==> src/rtl/core/ising_spin_flip_energy_unit_defines.svh <==
// ----------------------------------------------------------------------------
// Ising spin flip energy unit - assertion macros
// Concurrent assertion wrappers shared by the RTL files of the unit.
// ----------------------------------------------------------------------------
`ifndef ISING_SPIN_FLIP_ENERGY_UNIT_DEFINES_SVH
`define ISING_SPIN_FLIP_ENERGY_UNIT_DEFINES_SVH

`ifndef NO_ASSERTIONS
// checked outside reset only
`define ISFE_ASSERT(lbl, ck, rn, prop, msg) \
  lbl: assert property (@(posedge ck) disable iff (!rn) prop) else $error(msg);
// checked on every edge, reset included
`define ISFE_ASSERT_ALWAYS(lbl, ck, prop, msg) \
  lbl: assert property (@(posedge ck) prop) else $error(msg);
`else
`define ISFE_ASSERT(lbl, ck, rn, prop, msg)
`define ISFE_ASSERT_ALWAYS(lbl, ck, prop, msg)
`endif

`endif

==> src/rtl/core/isfe_pkg.sv <==
// ----------------------------------------------------------------------------
// isfe_pkg - shared types and constants
// Sizes, stream field layout and the command format passed front to back.
// ----------------------------------------------------------------------------
package isfe_pkg;

  // system size
  localparam int NUM_SPINS     = 16;
  localparam int SPIN_W        = $clog2(NUM_SPINS);
  localparam int MAX_EDGES     = 256;
  localparam int EDGE_W        = $clog2(MAX_EDGES);
  localparam int COUPLING_BITS = 16;
  localparam int CPL_FW        = 16;
  localparam int CPL_W         = (COUPLING_BITS < CPL_FW) ? COUPLING_BITS : CPL_FW;
  localparam int MAX_ROW       = 16;
  localparam int ROW_W         = $clog2(MAX_ROW + 1);

  // arithmetic widths
  localparam int ENERGY_W = 32;
  localparam int DELTA_W  = 21;
  localparam int SUM_W    = CPL_W + 2 + $clog2(MAX_ROW);

  localparam logic signed [DELTA_W-1:0] DELTA_MAXV = {1'b0, {(DELTA_W-1){1'b1}}};
  localparam logic signed [DELTA_W-1:0] DELTA_MINV = {1'b1, {(DELTA_W-1){1'b0}}};
  localparam logic signed [ENERGY_W-1:0] ENERGY_MAXV = {1'b0, {(ENERGY_W-1){1'b1}}};
  localparam logic signed [ENERGY_W-1:0] ENERGY_MINV = {1'b1, {(ENERGY_W-1){1'b0}}};

  // queue between front and back
  localparam int FIFO_DEPTH = 2;
  localparam int FIFO_AW    = $clog2(FIFO_DEPTH);

  // input beat layout
  localparam int OP_W        = 2;
  localparam int IN_TDATA_W  = 80;
  localparam int IN_SPIN_LO  = 0;
  localparam int IN_EDGE_LO  = 4;
  localparam int IN_NB_LO    = 12;
  localparam int IN_CPL_LO   = 16;
  localparam int IN_RSTART_LO = 32;
  localparam int IN_RCNT_LO  = 40;
  localparam int IN_RCNT_FW  = 5;
  localparam int IN_ENERGY_LO = 45;

  // output beat layout
  localparam int OUT_USED_W  = ENERGY_W + DELTA_W + 1;
  localparam int OUT_TDATA_W = ((OUT_USED_W + 7) / 8) * 8;

  typedef enum logic [OP_W-1:0] {
    OP_FLIP   = 2'd0,
    OP_EDGE   = 2'd1,
    OP_ROW    = 2'd2,
    OP_ENERGY = 2'd3
  } op_t;

  typedef struct packed {
    op_t                         op;
    logic [SPIN_W-1:0]           spin;
    logic [EDGE_W-1:0]           edge_addr;
    logic [SPIN_W-1:0]           nb;
    logic signed [CPL_W-1:0]     cpl;
    logic [EDGE_W-1:0]           row_start;
    logic [ROW_W-1:0]            row_len;
    logic signed [ENERGY_W-1:0]  energy;
  } cmd_t;

endpackage

==> src/rtl/core/isfe_fifo.sv <==
// ----------------------------------------------------------------------------
// isfe_fifo - command queue
// Short queue that decouples the input stage from the execution stage.
// ----------------------------------------------------------------------------
`include "ising_spin_flip_energy_unit_defines.svh"

module isfe_fifo import isfe_pkg::*; (
  input  logic clk,
  input  logic rst_n,
  input  logic push,
  input  cmd_t push_data,
  output logic full,
  input  logic pop,
  output cmd_t head,
  output logic not_empty
);

  cmd_t               mem [FIFO_DEPTH];
  logic [FIFO_AW-1:0] wr_ptr_r;
  logic [FIFO_AW-1:0] rd_ptr_r;
  logic [FIFO_AW:0]   count_r;

  assign full      = (count_r == (FIFO_AW+1)'(FIFO_DEPTH));
  assign not_empty = (count_r != '0);
  assign head      = mem[rd_ptr_r];

  // pointers and fill level
  always_ff @(posedge clk) begin
    if (!rst_n) begin
      wr_ptr_r <= '0;
      rd_ptr_r <= '0;
      count_r  <= '0;
    end else begin
      if (push) begin
        wr_ptr_r <= (wr_ptr_r == FIFO_AW'(FIFO_DEPTH - 1)) ? '0 : wr_ptr_r + 1'b1;
      end
      if (pop) begin
        rd_ptr_r <= (rd_ptr_r == FIFO_AW'(FIFO_DEPTH - 1)) ? '0 : rd_ptr_r + 1'b1;
      end
      if (push && !pop) begin
        count_r <= count_r + 1'b1;
      end else if (pop && !push) begin
        count_r <= count_r - 1'b1;
      end
    end
  end

  // entry storage
  always_ff @(posedge clk) begin
    if (push) begin
      mem[wr_ptr_r] <= push_data;
    end
  end

  `ISFE_ASSERT(a_fifo_no_ovf, clk, rst_n, !(push && full), "isfe_fifo: push while full")
  `ISFE_ASSERT(a_fifo_no_udf, clk, rst_n, !(pop && !not_empty), "isfe_fifo: pop while empty")
  `ISFE_ASSERT(a_fifo_level, clk, rst_n, (push && !pop) |=> count_r == $past(count_r) + 1'b1, "isfe_fifo: level lost a push")

endmodule

==> config.mk <==
export PLATFORM = sky130hd
export DESIGN_NAME = isfe_fifo
export DESIGN_NICKNAME = d
export VERILOG_FILES = /design/src/rtl/core/isfe_pkg.sv /design/src/rtl/core/isfe_fifo.sv
export VERILOG_INCLUDE_DIRS = /design/src /design/src/rtl/core
export SDC_FILE = /design/constraint.sdc
export NUM_CORES = 1
export LEC_CHECK = 0
export BUFFER_PORTS_ARGS = -buffer_cell sky130_fd_sc_hd__buf_2
export CAP_MARGIN = 40
export CORE_AREA = 2 2 113 115
export CTS_CLUSTER_DIAMETER = 200
export DETAILED_ROUTE_END_ITERATION = 10
export DIE_AREA = 0 0 115 117
export PLACE_DENSITY = 0.72
export SETUP_SLACK_MARGIN = 0.3
export SYNTH_ARGS = -nofsm -noshare
export SYNTH_HDL_FRONTEND = slang
export SYNTH_SLANG_ARGS = --single-unit
==> constraint.sdc <==
create_clock -name clk -period 8.65 [get_ports clk]
set_input_delay 0 -clock clk [delete_from_list [all_inputs] [get_ports clk]]
set_output_delay 0 -clock clk [all_outputs]
set_load 0.03 [all_outputs]
# Word level (Yosys, flattened, before mapping)
# Memories as Yosys holds them, arrays and structs flattened. A register that Yosys moved wholly into a read port is not among the register bits.
# Index checks and enable logic that the tools add are counted.
# word_totals
reg_bits	4
ram_bits	158
inputBits	83
out_inout_bits	81
wordCells	23
memories	1
# classes
add_sub_neg	4
n_eq_ne	1
n_mux	8
n_reduce_logical	6
# mem_list
memory	depth	word_bits	rd	rd_clocked_by_memory_dff	wr	line	source
mem	2	79	1	1	1	isfe_fifo.sv:18	cmd_t mem [FIFO_DEPTH];
# ops
op	n
$mux 1	6
$mux 2	2
$reduce_bool 2->1	2
$add 1x1->1 const B	2
$add 2x1->2 const B	1
$eq 2x2->1 const B	1
$logic_and 1x1->1	2
$logic_not 1->1	2
$sub 2x1->2 const B	1

# Depth between registers and ports, before layout
# depth
word_depth	4
depth_mapped	5
ltp_nobuf	5

# Least setup slack after synthesis
# Ideal clock, no wire load.
# synth_path
path_kind	reg2reg
startpoint	register wr_ptr_r
endpoint	memory mem[0][0] (netlist name) (enable)
setup_ns	0.527
t_arrival_ns	3.828
t_required_ns	8.123
setup_slack_ns	4.295
path_stages_with_launch	2
path_buffers	0
period_less_slack_ns	4.355
cell_sequence	dfxtp_1 -> nor2b_1
# synth_rtl
element	line	source
from (decl)	isfe_fifo.sv:19	logic [FIFO_AW-1:0] wr_ptr_r;
from (signal assigned)	isfe_fifo.sv:35	wr_ptr_r <= (wr_ptr_r == FIFO_AW'(FIFO_DEPTH - 1)) ? '0 : wr_ptr_r + 1'b1;
to (decl)	isfe_fifo.sv:18	
# Straight into the memory's write port.

# Worst setup path after layout
# layout_path
startpoint	register wr_ptr_r
endpoint	memory mem[0][24] (netlist name) (enable)
# Straight into the memory's write port.

==> impl_metrics.yaml <==
outcome:
  outcome: "completed"
cells_and_area:
  fin_nets: 611
  synthToLayoutAreaGrowth_pct: 40.95
  postLayoutCellArea_um2: 8393
  diodes: 0
  layout-drive-gt1-share_pct: 50.93
route:
  wl_met1_um: 4715
  drc: 0
  route.met3.wl_um: 774
  wl_um: 11630
  drt_iter0_markers: 141
  routed.top_layer: "met4"
  antenna_left: 0
  avgViaCountPerCell: 4.851
  met2_length_um: 5913
  drt_pass1_iterations: 4
  wire_per_inst_um: 16.86
  vias: 3347
floorplanning:
  initial_core_util_pct: 48.36
  coreArea_um2: 12310
  io_pins: 164
  fp-row-count: 41
  die_y_um: 117
  dieArea_um2: 13460
  fp.dieW_um: 115
sta:
  worst_pin_slew_ns: 0.7633
  finalSetupTns_ns: 0
  max_freq_mhz: 480.4
  maxSlewViolCount: 0
  final-setup-viol-count: 0
  fin_skew_ns: 0.005108
  fin_crit_ns: 2.082
  setup_slack_ns: 6.568
  min_period_over_period_pct: 24.07
  hold_viol: 0
  rsz0062_at_grt: "false"
  relSlewSlack_pct: 49.01
cts:
  clk_pin_slew_ns: 0.06
  h-tree-depth: 4
  cts_sinks: 163
  hold_buffers: 83
  post-cts-setup-buffers: 0
  insertion_delay_ns: 0.41
  cts-resized-gates: 0
  tritoncts: "built"
  cts-buffers-inserted: 17
  root_buffer: "clkbuf_16"
  cts_buffer_depth: 2
power_and_ir_drop:
  powerDensity_nw_per_um2: 233.0
  p_comb_share_pct: 13.7
  internal_power_mw: 1.505
  p_total_mw: 1.956
  netSwitchingPower_uw: 451.1
  peakVddDrop_v: 0.0001391
  power_leakage_nw: 3.228
  seq_power_share_pct: 47.5
  switching_share_pct: 23.06
  clkPwrFrac_pct: 38.8
global_routing:
  antenna_found_initial: 0
  grt_usage_pct: 17.19
  grt_overflow_total: 0
  grt_max_degree: 54
  grt_pass1_vias: 3554
  grt_pass1_wl_um: 17040
synth:
  postSynthNetCount: 352
  yosysSeqAreaShare_pct: 81.36
  syn_area_um2: 5954
  synth_top_area_cell: "edfxtp_1"
  yosys_register_bits: 163
  synth_top_cells_by_area: "edfxtp_1, mux2_2, mux2_4, dfxtp_1, buf_6"
  synth_top_cell_area_share_pct: 79.68
  synth_cells: 268
  syn_avg_cell_area_um2: 22.22
  ys_warn_count: 0
  yosysUniqueCellTypes: 17
setup_path:
  critical_path_class: "flip-flop to flip-flop"
  start_kind: "flip-flop"
  end_kind: "flip-flop"
  cp.required_ns: 8.69
  arrival_ns: 2.12
  path_max_fanout: 53
placed_design:
  dp_hpwl_um: 6474
  portBuffers: 163
  place_ws_ns: 6.516
  globalplace.congestion: 0.6592
  dpl_cell_area_um2: 6963
flow_run:
  maxCapViolCount: 0
hold_path:
  hp-class: "primary input to flip-flop"
synth_stat cells:
| cell type | n |
|---|---|
| a21boi_1 | 1 |
| and2_1 | 4 |
| buf_2 | 6 |
| buf_6 | 3 |
| dfxtp_1 | 5 |
| edfxtp_1 | 158 |
| ha_1 | 1 |
| inv_1 | 1 |
| mux2_2 | 69 |
| mux2_4 | 10 |
| nor2b_1 | 3 |
| o21a_1 | 1 |
| o21ai_0 | 1 |
| or2_2 | 1 |
| or3_1 | 1 |
| xnor2_1 | 1 |
| xor2_1 | 2 |
final timing paths:
check / from / end / slack (ns) / depth (start not counted)
worst max-delay path: wr_ptr_r / mem[0][24] / 6.57 / 2
worst min-delay path: push_data[72] / mem[1][72] / 0.31 / 2
worst max register to register: wr_ptr_r / mem[0][24] / 6.57 / 2
worst min register to register: count_r[1] / count_r[1] / 0.58 / 2
cell families (layout without fill, tap and decap cells):
kind of cell             count (synthesis)  after routing  synth area share (%)
adder cells (fa/ha/maj)                  1              1                0.2101
flip-flops                             163            163                 81.36
AO/OA/AOI/OAI                            3              3                0.3362
buffers and inverters                   10            282                 1.135
multiplexers                            79             79                 15.57
XOR/XNOR                                 3              3                0.4413
AND/OR/NAND/NOR                          9              9                0.9457
layout make-up:
class	count	area, µm²
clock buffer	20	436.7
clock inverter	12	162.7
fill	816	3919
inverter	1	3.754
multi-input combinational	95	1052
sequential	163	4848
tap	150	187.7
timing repair buffer	249	1702
layout by cell type, fill, tap and decap left out, drive strengths merged, types with 2 or more instances in the layout:
master / n
clkbuf: 20
dfxtp: 5
mux2: 79
edfxtp: 158
buf: 166
bufinv: 4
dlygate4sd3: 83
and2: 4
xor2: 2
nor2b: 3
clkinv: 7
flip-flops by register name, summed over array words and instances (netlist names), named ones only:
register  cells
count_r       2
mem         158
rd_ptr_r      1
wr_ptr_r      1
stage by stage:
step / std cells / hold WS [ns] / util (%)
2_1_floorplan: 268 / 0.09887 / -
3_3_place_gp: 573 / 0.1868 / 56.17
3_5_place_dp: 575 / 0.1911 / 56.55
4_1_cts: 690 / 0.2868 / 68.17
5_1_grt: 690 / 0.3047 / 68.17
6_report: 690 / 0.3070 / 68.17
critical path: stages, from the launching register on:
cell     delay, ns
dfxtp_1       0.35
nor2b_4       0.62
buf_4         0.72
routing by layer:
| metal | up-vias | GRT usage, % |
|---|---|---|
| li1 | 1579 | - |
| met1 | 1630 | 19.25 |
| met2 | 121 | 29.49 |
| met3 | 17 | 6.076 |
| met4 | 0 | 8.353 |
| met5 | - | 0 |
power by group through the flow:
stage / combinational, mW / clock [mW] / sequential, mW
finish: 0.268 / 0.759 / 0.929
detailed placement: 0.237 / 0 / 0.945
CTS: 0.268 / 0.771 / 0.930
global placement: 0.221 / 0 / 0.953
floorplan: 0.169 / 0 / 0.939
global route: 0.284 / 0.800 / 0.933
(Power assumes the default switching activity.)
