File: src/rtl/core/ising_spin_flip_energy_unit_defines.svh
// ----------------------------------------------------------------------------
// Ising spin flip energy unit - assertion macros
// Concurrent assertion wrappers shared by the RTL files of the unit.
// ----------------------------------------------------------------------------
`ifndef ISING_SPIN_FLIP_ENERGY_UNIT_DEFINES_SVH
`define ISING_SPIN_FLIP_ENERGY_UNIT_DEFINES_SVH

`ifndef NO_ASSERTIONS
// checked outside reset only
`define ISFE_ASSERT(lbl, ck, rn, prop, msg) \
  lbl: assert property (@(posedge ck) disable iff (!rn) prop) else $error(msg);
// checked on every edge, reset included
`define ISFE_ASSERT_ALWAYS(lbl, ck, prop, msg) \
  lbl: assert property (@(posedge ck) prop) else $error(msg);
`else
`define ISFE_ASSERT(lbl, ck, rn, prop, msg)
`define ISFE_ASSERT_ALWAYS(lbl, ck, prop, msg)
`endif

`endif

File: src/rtl/core/isfe_pkg.sv
// ----------------------------------------------------------------------------
// isfe_pkg - shared types and constants
// Sizes, stream field layout and the command format passed front to back.
// ----------------------------------------------------------------------------
package isfe_pkg;

  // system size
  localparam int NUM_SPINS     = 16;
  localparam int SPIN_W        = $clog2(NUM_SPINS);
  localparam int MAX_EDGES     = 256;
  localparam int EDGE_W        = $clog2(MAX_EDGES);
  localparam int COUPLING_BITS = 16;
  localparam int CPL_FW        = 16;
  localparam int CPL_W         = (COUPLING_BITS < CPL_FW) ? COUPLING_BITS : CPL_FW;
  localparam int MAX_ROW       = 16;
  localparam int ROW_W         = $clog2(MAX_ROW + 1);

  // arithmetic widths
  localparam int ENERGY_W = 32;
  localparam int DELTA_W  = 21;
  localparam int SUM_W    = CPL_W + 2 + $clog2(MAX_ROW);

  localparam logic signed [DELTA_W-1:0] DELTA_MAXV = {1'b0, {(DELTA_W-1){1'b1}}};
  localparam logic signed [DELTA_W-1:0] DELTA_MINV = {1'b1, {(DELTA_W-1){1'b0}}};
  localparam logic signed [ENERGY_W-1:0] ENERGY_MAXV = {1'b0, {(ENERGY_W-1){1'b1}}};
  localparam logic signed [ENERGY_W-1:0] ENERGY_MINV = {1'b1, {(ENERGY_W-1){1'b0}}};

  // queue between front and back
  localparam int FIFO_DEPTH = 2;
  localparam int FIFO_AW    = $clog2(FIFO_DEPTH);

  // input beat layout
  localparam int OP_W        = 2;
  localparam int IN_TDATA_W  = 80;
  localparam int IN_SPIN_LO  = 0;
  localparam int IN_EDGE_LO  = 4;
  localparam int IN_NB_LO    = 12;
  localparam int IN_CPL_LO   = 16;
  localparam int IN_RSTART_LO = 32;
  localparam int IN_RCNT_LO  = 40;
  localparam int IN_RCNT_FW  = 5;
  localparam int IN_ENERGY_LO = 45;

  // output beat layout
  localparam int OUT_USED_W  = ENERGY_W + DELTA_W + 1;
  localparam int OUT_TDATA_W = ((OUT_USED_W + 7) / 8) * 8;

  typedef enum logic [OP_W-1:0] {
    OP_FLIP   = 2'd0,
    OP_EDGE   = 2'd1,
    OP_ROW    = 2'd2,
    OP_ENERGY = 2'd3
  } op_t;

  typedef struct packed {
    op_t                         op;
    logic [SPIN_W-1:0]           spin;
    logic [EDGE_W-1:0]           edge_addr;
    logic [SPIN_W-1:0]           nb;
    logic signed [CPL_W-1:0]     cpl;
    logic [EDGE_W-1:0]           row_start;
    logic [ROW_W-1:0]            row_len;
    logic signed [ENERGY_W-1:0]  energy;
  } cmd_t;

endpackage

File: src/rtl/core/isfe_front.sv
// ----------------------------------------------------------------------------
// isfe_front - input stage
// Takes input beats, decodes them into commands and pushes them to the queue.
// ----------------------------------------------------------------------------
module isfe_front import isfe_pkg::*; (
  input  logic                  clk,
  input  logic                  rst_n,
  input  logic                  in_tvalid,
  output logic                  in_tready,
  // spin_index, edge_index, neighbor_index, coupling, row_start, row_count,
  // energy_value, zero pad
  input  logic [IN_TDATA_W-1:0] in_tdata,
  // op
  input  logic [OP_W-1:0]       in_tuser,
  output logic                  push,
  output cmd_t                  push_data,
  input  logic                  full
);

  logic       vld_r;
  cmd_t       cmd_r;
  logic       take;
  cmd_t       dec;
  logic [IN_RCNT_FW-1:0] rcnt;

  // field decode, row length clamped to the longest walk
  always_comb begin
    rcnt              = in_tdata[IN_RCNT_LO +: IN_RCNT_FW];
    dec.op            = op_t'(in_tuser);
    dec.spin          = in_tdata[IN_SPIN_LO +: SPIN_W];
    dec.edge_addr     = in_tdata[IN_EDGE_LO +: EDGE_W];
    dec.nb            = in_tdata[IN_NB_LO +: SPIN_W];
    dec.cpl           = $signed(in_tdata[IN_CPL_LO +: CPL_W]);
    dec.row_start     = in_tdata[IN_RSTART_LO +: EDGE_W];
    dec.energy        = $signed(in_tdata[IN_ENERGY_LO +: ENERGY_W]);
    if (rcnt > IN_RCNT_FW'(MAX_ROW)) begin
      dec.row_len = ROW_W'(MAX_ROW);
    end else begin
      dec.row_len = ROW_W'(rcnt);
    end
  end

  assign push      = vld_r && !full;
  assign in_tready = !vld_r || !full;
  assign take      = in_tvalid && in_tready;
  assign push_data = cmd_r;

  // one command register in front of the queue
  always_ff @(posedge clk) begin
    if (!rst_n) begin
      vld_r <= 1'b0;
    end else if (take) begin
      vld_r <= 1'b1;
    end else if (push) begin
      vld_r <= 1'b0;
    end
  end

  always_ff @(posedge clk) begin
    if (take) begin
      cmd_r <= dec;
    end
  end

endmodule

File: config.mk
export PLATFORM = sky130hd
export DESIGN_NAME = isfe_front
export DESIGN_NICKNAME = d
export VERILOG_FILES = /design/src/rtl/core/ising_spin_flip_energy_unit_defines.svh /design/src/rtl/core/isfe_pkg.sv /design/src/rtl/core/isfe_front.sv
export SDC_FILE = /design/constraint.sdc
export NUM_CORES = 1
export LEC_CHECK = 0
export BUFFER_PORTS_ARGS = -buffer_cell sky130_fd_sc_hd__buf_2
export CAP_MARGIN = 20
export CORE_ASPECT_RATIO = 0.7
export CORE_UTILIZATION = 44
export CTS_CLUSTER_DIAMETER = 80
export DETAILED_ROUTE_END_ITERATION = 12
export GPL_TIMING_DRIVEN = 0
export PLACE_DENSITY = 0.87
export SYNTH_ARGS = -nofsm -noshare
export SYNTH_HDL_FRONTEND = slang
export SYNTH_SLANG_ARGS = --single-unit
export TNS_END_PERCENT = 10
File: constraint.sdc
create_clock -name clk -period 8.9 [get_ports clk]
set_input_delay 1.78 -clock clk [delete_from_list [all_inputs] [get_ports clk]]
set_output_delay 1.78 -clock clk [all_outputs]
set_load 0.02 [all_outputs]
# == Word-level counts from Yosys, hierarchy flattened ==
# Index checks and enable logic that the tools add are counted.
# classes
magnitude_cmp,1
mux,2
reduce_logical,6
# op_table
op,count
5-bit greater-than comparator (second input constant),1
1-bit logical AND,2
1-bit zero test,2
1-bit two-way mux,2
2-bit nonzero test,1
1-bit logical OR,1
# word_totals
ff_bits,80
input_bits,86
output_inout_bits,81
wordCells,18

# == Logic depth before layout (Yosys ltp) ==
# depth
depth_word,4
mapped_depth,2

# == Worst setup path before layout ==
# No wires, ideal clock.
# synth_path
path_type,input-to-reg
from,input full
to,"register cmd_r (netlist bit push_data[0]), enable pin"
setup_ns,0.446
t_arrival_ns,3.850
required_ns,8.454
path_slack_ns,4.604
stages,2
path_buffers,0
cell_sequence,nand2_1 -> and2_1
# synth_between
elab_chain_cells,3
# synth_rtl
item,line_no,source
"start, declared",isfe_front.sv:17,input logic full
1-bit zero test,isfe_front.sv:44,assign in_tready = !vld_r || !full;
1-bit logical OR,isfe_front.sv:44,
1-bit logical AND,isfe_front.sv:45,assign take = in_tvalid && in_tready;
named net take,isfe_front.sv:22,logic take;
"end signal, assigned",isfe_front.sv:61,cmd_r <= dec;
"end, declared",isfe_front.sv:21,cmd_t cmd_r;
# The timed path passes the listed nets, and every way through them passes these cells.
# A chain may end at the register's enable or synchronous reset.

# == Final worst setup path ==
# layout_path
from,input full
to,output push
# layout_between
elab_chain_cells,2
# layout_rtl
item,line_no,source
1-bit zero test,isfe_front.sv:43,assign push = vld_r && !full;
1-bit logical AND,isfe_front.sv:43,
"end, declared",isfe_front.sv:15,"output logic push,"
# No other way between the ends.

==> metrics.md <==
| Metric | Value |
|---|---|
| Outcome | `finished, final reports clean` |
| Ordered list of cells on the worst path | `buf_2 > and2b_2 > buf_2` |
| Number of placed instances with taps included | `325` |
| CTS tree | `done` |
| Cell with the largest stage delay on the worst path | `sky130_fd_sc_hd__and2b_2` |
| Mean area per synthesized cell | `27.23 µm²` |
| CORE AREA | `5313 µm²` |
| DRT antenna net count | `0` |
| Share of total power in combinational logic | `10.0%` |
| Pin count of the biggest net entering global routing | `80` |
| Pleak | `0.001540 µW` |
| Worst-case hold path end point | `vld_r` |
| Internal reg-to-reg setup slack | `7.27 ns` |
| Hold Vio Cnt, Final | `0` |
| Worst hold-check slack | `0.5605 ns` |
| Number of distinct library cell variants in the gate-level netlist after synthesis | `8` |
| Power per standard cell area | `215.3 nW/µm²` |
| Number of standard cells in the layout, taps in and fillers out | `341` |
| Power share of the clock group | `31.7%` |
| Type of the tightest min-delay check | `reg -> reg` |
| Arrival time at the worst endpoint | `2.23 ns` |
| Overall power consumption | `763.5 µW` |
| CTS Sinks | `80` |
| Post-CTS setup buffer count | `0` |
| Final setup violation count | `0` |
| Routed wirelength normalized by instance count | `13.89 µm` |
| Final Slew Violations | `0` |
| Post-Route Skew | `0.01097 ns` |
| Worst IR drop on VDD | `0.1479 mV` |
| Total wire length | `4736 µm` |
| Horiz. Die Dim | `91.21 µm` |
| Nets | `350` |
| Final RePlAce weighted congestion | `0.6986` |
| Count of input and output buffers | `163` |
| Gate family responsible for the most delay along the worst path | `buffers and inverters` |
| Detailed-route vias per instance | `4.352` |
| Aggregate global-route resource usage | `16.72%` |
| Clock tree root driver cell | `sky130_fd_sc_hd__clkbuf_8` |
| Setup total negative slack | `0 ns` |
| Buf+Inv Stages, Crit Path | `2` |
| Number of gates resized after cts | `0` |
| Clock edge transition at the registers on the reported setup and hold paths | `0.09 ns` |
| Fraction of power spent switching nets | `24.60%` |
| Hold Buf Count CTS | `0` |
| NetSw | `187.8 µW` |
| Reg2reg start | `vld_r` |
| GRT Residual Overflow | `0` |
| Worst path most repeated cell | `sky130_fd_sc_hd__buf_2` |
| Clk Latency, worst-skew pair | `0.34 ns` |
| Max transition margin | `33.59%` |
| Setup repair after global routing missed its margin | `false` |
| Most frequent standard cell in the layout excluding fill and tap cells | `sky130_fd_sc_hd__buf_2` |
| Most frequent cells in the layout | `163 x sky130_fd_sc_hd__buf_2, 79 x sky130_fd_sc_hd__edfxtp_1, 9 x sky130_fd_sc_hd__clkbuf_8, 5 x sky130_fd_sc_hd__nor2b_1, 3 x sky130_fd_sc_hd__inv_6` |
| Die extent in y | `64.45 µm` |
| Critical Path End Type | `output port` |
| Number of storage elements in the synthesis netlist | `80` |
| Cell row count | `22` |
| Cell count of the worst hold path | `2` |
| Number of remaining DRC errors | `0` |
| Finished Core Util | `66.75%` |
| Data required time of the critical path | `7.12 ns` |
| Area delta synth->final | `44.67%` |
| Start-to-end type of the worst setup path | `in -> out` |
| Number of cells on the worst reg-to-reg path | `2` |
| Netlist Area Pre-Place | `2451 µm²` |
| Category of the worst setup path launch point | `input port` |
| Endpoint of the worst-slack reg-to-reg timing path | `push_data[65]` |
| Sequential fraction of design power | `58.3%` |
| Max-cap violation count | `0` |
| Sequential area share after synthesis | `97.60%` |
| Share of cells above drive strength 1 | `67.29%` |
| 1st-iter DRT viols | `51` |
| Ports placed on the boundary | `167` |
| Biggest fanout along the worst timing path | `3` |
| CTS max path bufs | `2` |
| DIE AREA | `5878 µm²` |
| P_int | `575.7 µW` |
| DRT Pass-1 Iters | `4` |
| Count of inserted antenna diode cells | `0` |
| Number of nets in the synthesized netlist | `176` |
| Number of instances in the synthesized netlist | `90` |
| H-Tree Level Count | `3` |
| Crit path largest cell delay | `0.19 ns` |
| Highest attainable clock frequency | `249.2 MHz` |
| Worst Max-Slew Pin Slew | `0.9961 ns` |
| Count of warnings emitted by yosys | `0` |
| Vias in the first global route | `1495` |
| First-pass GRT wire length | `6865 µm` |
| Min Tclk post-route | `4.013 ns` |
| Number of buffers inserted during clock tree synthesis | `9` |
| Start point of the worst min-delay path | `vld_r` |
| Period utilization | `45.09%` |
| Total via count in the routed design | `1484` |
| Initial antenna violation count | `0` |
| Starting density of the core | `46.14%` |
[through the flow]
stage | setup WS [ns] | area [µm²]
floorplan | 4.604 | 2451
CTS | 4.883 | 3546
global placement | 4.100 | 3357
global route | 4.854 | 3546
finish | 4.887 | 3546
detailed placement | 4.886 | 3359
[state kept, by name, summed over array words and instances (netlist names)]
name / flops
push_data: 79
vld_r: 1
[layout make-up]
type                       count  area (µm²)
timing repair buffer         163       815.8
clock inverter                 7       62.56
multi-input combinational      9       57.56
sequential                    80        2392
tap                           72       90.09
clock buffer                   9       123.9
fill                         374        1767
buffer                         1       3.754
[synth_stat cells (all sizes together)]
| master | number | area share, % |
|---|---|---|
| edfxtp | 79 | 97 |
| nor2b | 5 | 1.3 |
| a21oi | 1 | 0.20 |
| and2 | 1 | 0.26 |
| and2b | 1 | 0.36 |
| clkbuf | 1 | 0.15 |
| dfxtp | 1 | 0.82 |
| nand2 | 1 | 0.15 |
[logic make-up after synthesis]
| kind of cell | Yosys count | synth area share [%] |
|---|---|---|
| AOI/OAI and AO/OA | 1 | 0.2040 |
| buffers and inverters | 1 | 0.1530 |
| DFF | 80 | 97.60 |
| and+or+nand+nor | 8 | 2.042 |
[power by group through the flow]
stage / combinational, µW / sequential (µW) / clock [µW]
3_3_place_gp: 74.9 / 454 / 0
5_1_grt: 80.8 / 448 / 267
4_1_cts: 77.2 / 446 / 252
2_1_floorplan: 8.47 / 484 / 0
3_5_place_dp: 77.0 / 454 / 0
6_report: 76.2 / 445 / 242
[metal layers]
metal  track usage, %  up-vias  part of all wire [%]
met5                0        -                     0
met4            8.333        0                   2.3
met3            9.272       11                    11
met2            30.49       89                    53
met1            14.93      680                    33
li1                 -      704                     -
[worst reg2reg max path, cell delays in order (launching register included)]
cell,delay [ns]
sky130_fd_sc_hd__dfxtp_1,0.33
sky130_fd_sc_hd__nand2_1,0.08
sky130_fd_sc_hd__and2_4,0.78
[worst max path at each step]
stage | slack (ns) | end | startpoint | depth (start not counted)
2_1_floorplan | 4.60 | push_data[0] | full | 2
3_3_place_gp | 4.10 | push_data[21] | full | 3
3_5_place_dp | 4.89 | push | full | 3
4_1_cts | 4.88 | push | full | 3
5_1_grt | 4.85 | push | full | 3
6_report | 4.89 | push | full | 3
Note: power is estimated with default switching activity, not from simulation.
